**src/hdl/fbpfl_pkg.sv**
```systemverilog
// ----------------------------------------------------------------------------
// fbpfl_pkg
// Shared types and constants for the fixed block pool free list.
// ----------------------------------------------------------------------------
package fbpfl_pkg;

    localparam int DEF_MAX_BLOCKS = 1024;
    localparam int DEF_MAX_BATCH  = 16;

    localparam int OFF_W   = 22;
    localparam int BATCH_W = 5;
    localparam int SHIFT_W = 4;
    localparam int COUNT_W = 11;
    localparam int BYTES_W = 23;
    localparam int CFG_IDX_W = 1;

    localparam logic [SHIFT_W-1:0] SHIFT_MIN  = 4'd3;
    localparam logic [SHIFT_W-1:0] SHIFT_MAX  = 4'd12;
    localparam logic [SHIFT_W-1:0] SHIFT_RST  = 4'd3;
    localparam logic [COUNT_W-1:0] BLOCKS_RST = 11'd1024;
    localparam logic [COUNT_W-1:0] COUNT_MAX  = 11'h7FF;

    localparam logic [CFG_IDX_W-1:0] CFG_SHIFT  = 1'b0;
    localparam logic [CFG_IDX_W-1:0] CFG_BLOCKS = 1'b1;

    typedef enum logic [1:0] {
        OP_ALLOC  = 2'd0,
        OP_BATCH  = 2'd1,
        OP_FREE   = 2'd2,
        OP_RELINK = 2'd3
    } t_op;

    typedef enum logic [2:0] {
        ST_OK       = 3'd0,
        ST_EMPTY    = 3'd1,
        ST_NULL     = 3'd2,
        ST_RANGE    = 3'd3,
        ST_MISALIGN = 3'd4
    } t_status;

    typedef enum logic [1:0] {
        S_IDLE,
        S_EXEC,
        S_LINK
    } t_state;

    typedef struct packed {
        t_op     op;
        t_status status;
    } t_ctl;

endpackage

```
**src/hdl/fbpfl_front.sv**
```systemverilog
// ----------------------------------------------------------------------------
// fbpfl_front
// Accepts commands, checks free offsets, clamps batch counts and queues
// the classified commands for the execution side.
// ----------------------------------------------------------------------------
module fbpfl_front #(
    parameter int MAX_BLOCKS = fbpfl_pkg::DEF_MAX_BLOCKS,
    parameter int MAX_BATCH  = fbpfl_pkg::DEF_MAX_BATCH,
    localparam int IDX_W = (MAX_BLOCKS > 1) ? $clog2(MAX_BLOCKS) : 1,
    localparam int CNT_W = $clog2(MAX_BLOCKS + 1),
    localparam int BW    = $clog2(MAX_BATCH + 1)
) (
    input  logic                             i_clk,
    input  logic                             i_rst_n,
    input  logic                             i_s_tvalid,
    output logic                             o_s_tready,
    input  logic [31:0]                      i_s_tdata,
    input  logic [2:0]                       i_s_tuser,
    input  logic [fbpfl_pkg::SHIFT_W-1:0]    i_eff_shift,
    input  logic [CNT_W-1:0]                 i_eff_count,
    output logic                             o_q_valid,
    output fbpfl_pkg::t_ctl                  o_q_ctl,
    output logic [IDX_W-1:0]                 o_q_idx,
    output logic [BW-1:0]                    o_q_count,
    input  logic                             i_q_pop
);

    localparam int OW = fbpfl_pkg::OFF_W;

    fbpfl_pkg::t_ctl   r_q_ctl [2];
    logic [IDX_W-1:0]  r_q_idx [2];
    logic [BW-1:0]     r_q_cnt [2];
    logic              r_wp, r_rp;
    logic [1:0]        r_cnt;

    fbpfl_pkg::t_op    cmd;
    logic              off_valid;
    logic [OW-1:0]     off;
    logic [fbpfl_pkg::BATCH_W-1:0] batch;
    logic [OW-1:0]     blk;
    logic [OW-1:0]     mask;
    fbpfl_pkg::t_ctl   ctl;
    logic [BW-1:0]     count;
    logic              push;

    assign cmd       = fbpfl_pkg::t_op'(i_s_tuser[1:0]);
    assign off_valid = i_s_tuser[2];
    assign off       = i_s_tdata[OW-1:0];
    assign batch     = i_s_tdata[OW +: fbpfl_pkg::BATCH_W];
    assign blk       = off >> i_eff_shift;
    assign mask      = (OW'(1) << i_eff_shift) - OW'(1);

    always_comb begin
        ctl.op     = cmd;
        ctl.status = fbpfl_pkg::ST_OK;
        count      = '0;
        unique case (cmd)
            fbpfl_pkg::OP_ALLOC: begin
                count = BW'(1);
            end
            fbpfl_pkg::OP_BATCH: begin
                if (32'(batch) > MAX_BATCH) begin
                    count = BW'(MAX_BATCH);
                end else begin
                    count = BW'(batch);
                end
            end
            fbpfl_pkg::OP_FREE: begin
                if (!off_valid) begin
                    ctl.status = fbpfl_pkg::ST_NULL;
                end else if (blk >= OW'(i_eff_count)) begin
                    ctl.status = fbpfl_pkg::ST_RANGE;
                end else if ((off & mask) != '0) begin
                    ctl.status = fbpfl_pkg::ST_MISALIGN;
                end
            end
            default: begin
            end
        endcase
    end

    assign o_s_tready = (r_cnt != 2'd2);
    assign push       = i_s_tvalid && o_s_tready;

    always_ff @(posedge i_clk) begin
        if (!i_rst_n) begin
            r_wp  <= 1'b0;
            r_rp  <= 1'b0;
            r_cnt <= 2'd0;
        end else begin
            if (push) begin
                r_wp <= ~r_wp;
            end
            if (i_q_pop) begin
                r_rp <= ~r_rp;
            end
            r_cnt <= r_cnt + 2'(push) - 2'(i_q_pop);
        end
    end

    always_ff @(posedge i_clk) begin
        if (push) begin
            r_q_ctl[r_wp] <= ctl;
            r_q_idx[r_wp] <= IDX_W'(blk);
            r_q_cnt[r_wp] <= count;
        end
    end

    assign o_q_valid = (r_cnt != 2'd0);
    assign o_q_ctl   = r_q_ctl[r_rp];
    assign o_q_idx   = r_q_idx[r_rp];
    assign o_q_count = r_q_cnt[r_rp];

endmodule

```
**config.mk**
```make
export PLATFORM = sky130hd
export DESIGN_NAME = fbpfl_front
export DESIGN_NICKNAME = d
export VERILOG_FILES = /design/src/hdl/fbpfl_pkg.sv /design/src/hdl/fbpfl_front.sv
export SDC_FILE = /design/constraint.sdc
export NUM_CORES = 1
export LEC_CHECK = 0
export BUFFER_PORTS_ARGS = -buffer_cell sky130_fd_sc_hd__clkbuf_2
export CORE_MARGIN = 2
export CORE_UTILIZATION = 50
export DETAILED_ROUTE_END_ITERATION = 8
export GPL_ROUTABILITY_DRIVEN = 0
export PLACE_DENSITY = 0.71
export SYNTH_ARGS = -nofsm -noshare
export SYNTH_HDL_FRONTEND = slang
export SYNTH_SLANG_ARGS = --single-unit
```
**constraint.sdc**
```tcl
create_clock -name i_clk -period 4.1 [get_ports i_clk]
set_input_delay 0.615 -clock i_clk [delete_from_list [all_inputs] [get_ports i_clk]]
set_output_delay 0.615 -clock i_clk [all_outputs]
set_load 0.005 [all_outputs]
```
==> flow_summary.json <==
{
  "status": "finished, violations left",
  "violations": "DRC",
  "critPathLaunch": "i_eff_shift[0]",
  "syn_area_per_cell_um2": 10.4,
  "viasPerCell": 5.94,
  "crit_required_ns": 4.13,
  "power_density_mw_per_mm2": 331,
  "synth-seq-area-share_pct": 38.8,
  "drc": 7,
  "numCtsBuffers": 5,
  "fmax_ghz": 0.291,
  "cts-root-buf": "clkbuf_8",
  "die_area_mm2": 0.00737,
  "synth_edf_count": 40,
  "finalSetupTns_ns": 0,
  "std_cell_rows": 29,
  "finalCritPeriodShare_pct": 83.8,
  "slew_headroom_pct": 25.6,
  "power_mw": 1.28,
  "cts_resized": 0,
  "filler_cell_count": 560,
  "wl_per_cell_um": 16.3,
  "grt_pass1_vias": 2632,
  "grt_max_degree": 36,
  "postCtsHoldBufs": 0,
  "core_mm2": 0.00642,
  "r2r_setup_slack_ns": 2.26,
  "gr-usage-all-layers_pct": 21.1,
  "cp_data_arrival_time_ns": 3.46,
  "htree_levels": 2,
  "max-clock-path-buffers": 2,
  "p_leak_nw": 1.63,
  "critical_path_class": "input pin to flop",
  "syn_nets": 389,
  "syn2layout_area_growth_pct": 15.1,
  "post-cts-setup-buffers": 0,
  "setup_violations": 0,
  "synth_ff_type": "edfxtp_1",
  "startpoint_type": "input pin",
  "dieWidth_um": 85.8,
  "synth_area_mm2": 0.00335,
  "first_iter_violations": 145,
  "cts_tree": "yes",
  "yosysUniqueCellTypes": 57,
  "tightest_slew_ns": 1.11,
  "finalHoldViolations": 0,
  "io_pins": 76,
  "cts.clk_slew.worst_paths_ns": 0.08,
  "diodes": 0,
  "period_needed_ns": 3.43,
  "drive_gt1_share_pct": 31.9,
  "rsz0062_at_grt": "false",
  "reg2reg_to": "r_q_idx[0][9]$_DFFE_PP_",
  "netlist_instances": 321,
  "vias": 2742,
  "cp_max_fo": 35,
  "maxSlewViolCount": 0,
  "hp-class": "input pin to flop",
  "async_flop_share_pct": 0,
  "port_buffers": 70,
  "cp-end-kind": "flop",
  "holdPathEnd": "r_q_ctl[0][3]$_DFFE_PP_",
  "grt-ovfl-total": 0,
  "maxCapViolations": 0,
  "cts_sinks": 45,
  "insertion_delay_ns": 0.30,
  "fin_nets": 452,
  "holdPathStages": 1,
  "antenna_found_initial": 0,
  "worst-r2r-cell-count": 3,
  "finClkSkew_ns": 0.00688,
  "hpwl_um": 5730,
  "grt_pass1_wl_um": 12400,
  "detail-route-antenna-nets": 0,
  "die_h_um": 85.8,
  "final_util_pct": 60.0,
  "r2r_start": "r_cnt[0]$_SDFF_PN0_",
  "routed_wirelength_um": 7550,
  "ys_warn_count": 0,
  "synth_seq_cells": 45,
  "ir_drop_uv": 142,
  "initial_core_util_pct": 52.2,
  "min_from": "i_s_tuser[0]",
  "firstDrtPassIters": 7
}
## cell type report
class	instances	area, µm²	share of cell area [%]
well taps	77	96.3	2.50
inverters	14	52.6	1.36
flip-flops and latches	45	1300	33.8
multi-input cells	240	1890	49.2
repair buffers	78	423	11.0
clock buffers	5	68.8	1.79
clock inverters	3	17.5	0.455
## how the worst max path moves through the flow
stage,end,slack [ns],cells past startpoint
global route,r_q_ctl[1][1]$_DFFE_PP_,0.40,14
detailed placement,r_q_ctl[1][1]$_DFFE_PP_,0.34,13
global placement,r_q_ctl[0][1]$_DFFE_PP_,0.39,11
floorplan,r_q_ctl[0][1]$_DFFE_PP_,0.55,16
CTS,r_q_ctl[1][1]$_DFFE_PP_,0.63,13
finish,r_q_ctl[0][1]$_DFFE_PP_,0.67,13
## worst max-delay path, cell delays in order
cell and delay (ns):
clkbuf_2 0.15, buf_12 0.21, mux2_2 0.38, o211ai_1 0.16, o21ai_0 0.10, mux2_2 0.31, ha_1 0.31, a21o_1 0.18
a21oi_1 0.12, o21ai_0 0.11, and3_1 0.20, nor4_2 0.44, a21oi_1 0.15
## cells in the mapped netlist, types with 5 or more instances
master | n | area, µm²
mux2i_1 | 26 | 260
dfxtp_1 | 5 | 100
clkbuf_1 | 10 | 37.5
a211oi_1 | 5 | 37.5
edfxtp_1 | 40 | 1200
and3_1 | 6 | 37.5
a21oi_1 | 25 | 125
o21ai_0 | 13 | 65.1
inv_1 | 12 | 45.0
mux2_2 | 28 | 315
and2_1 | 9 | 56.3
nor2b_1 | 6 | 37.5
nand2_1 | 23 | 86.3
mux4_2 | 5 | 113
nor2_1 | 16 | 60.1
o211ai_1 | 5 | 37.5
nand2b_1 | 8 | 50.1
ha_1 | 14 | 175
buf_2 | 5 | 25.0
## cells in the final DEF, fill, tap and decap left out, types with 2 or more instances in the layout
| cell type | n |
|---|---|
| nand2b_1 | 8 |
| or2_2 | 2 |
| clkinv_1 | 2 |
| nand4_1 | 3 |
| inv_1 | 12 |
| o2111ai_1 | 2 |
| nand3b_1 | 2 |
| edfxtp_1 | 40 |
| a21o_1 | 2 |
| nand2_1 | 23 |
| xnor2_1 | 2 |
| o21ai_0 | 13 |
| o21a_1 | 3 |
| mux2i_1 | 26 |
| and3_1 | 6 |
| mux2_2 | 28 |
| clkbuf_2 | 70 |
| and2_1 | 9 |
| a41oi_1 | 2 |
| nor3b_1 | 2 |
| a211oi_1 | 5 |
| nand3_1 | 2 |
| mux4_2 | 5 |
| clkbuf_8 | 5 |
| nor3_1 | 3 |
| a311oi_1 | 4 |
| buf_4 | 7 |
| o211ai_1 | 5 |
| mux4_1 | 2 |
| a21oi_1 | 25 |
| dfxtp_1 | 5 |
| ha_1 | 14 |
| nor2_1 | 15 |
| nor2b_1 | 6 |
## stage by stage
stage                     instances  instance area [µm²]  setup WS, ns  hold WS [ns]
after floorplan                 321                 3350         0.551         0.542
after global placement          454                 3770         0.395         0.567
after detailed placement        454                 3770         0.337         0.570
after CTS                       462                 3850         0.629         0.560
after global routing            462                 3850         0.404         0.574
final                           462                 3850         0.666         0.569
## power by group
group / leakage [nW] / total [mW] / switching (mW) / internal (mW)
Clock: 0.0455 / 0.260 / 0.143 / 0.118
Combinational: 1.16 / 0.407 / 0.214 / 0.194
Sequential: 0.418 / 0.609 / 0.0254 / 0.583
Total: 1.63 / 1.28 / 0.382 / 0.895
## state kept, by name, indices dropped and copies added, names as in the netlist, named ones only
register and cells:
r_wp 1, r_q_idx 20, r_cnt 2, r_rp 1
r_q_cnt 10, r_q_ctl 10
## metal layers
layer	vias to the layer above	global-route usage, %	routed length, µm
li1	1347	-	-
met1	1268	28.1	3260
met2	116	36.2	3730
met3	11	2.21	424
met4	0	6.93	135
met5	-	0	0
## logic make-up after synthesis
logic type	after synthesis	share of synthesized area, %
compound gates	74	14.3
mux	61	22.1
buf+inv	36	4.67
simple gates	88	14.0
xor+xnor	3	0.785
fa+ha+maj	14	5.23
flops	45	38.8
Power figures use the tool's default switching activity.
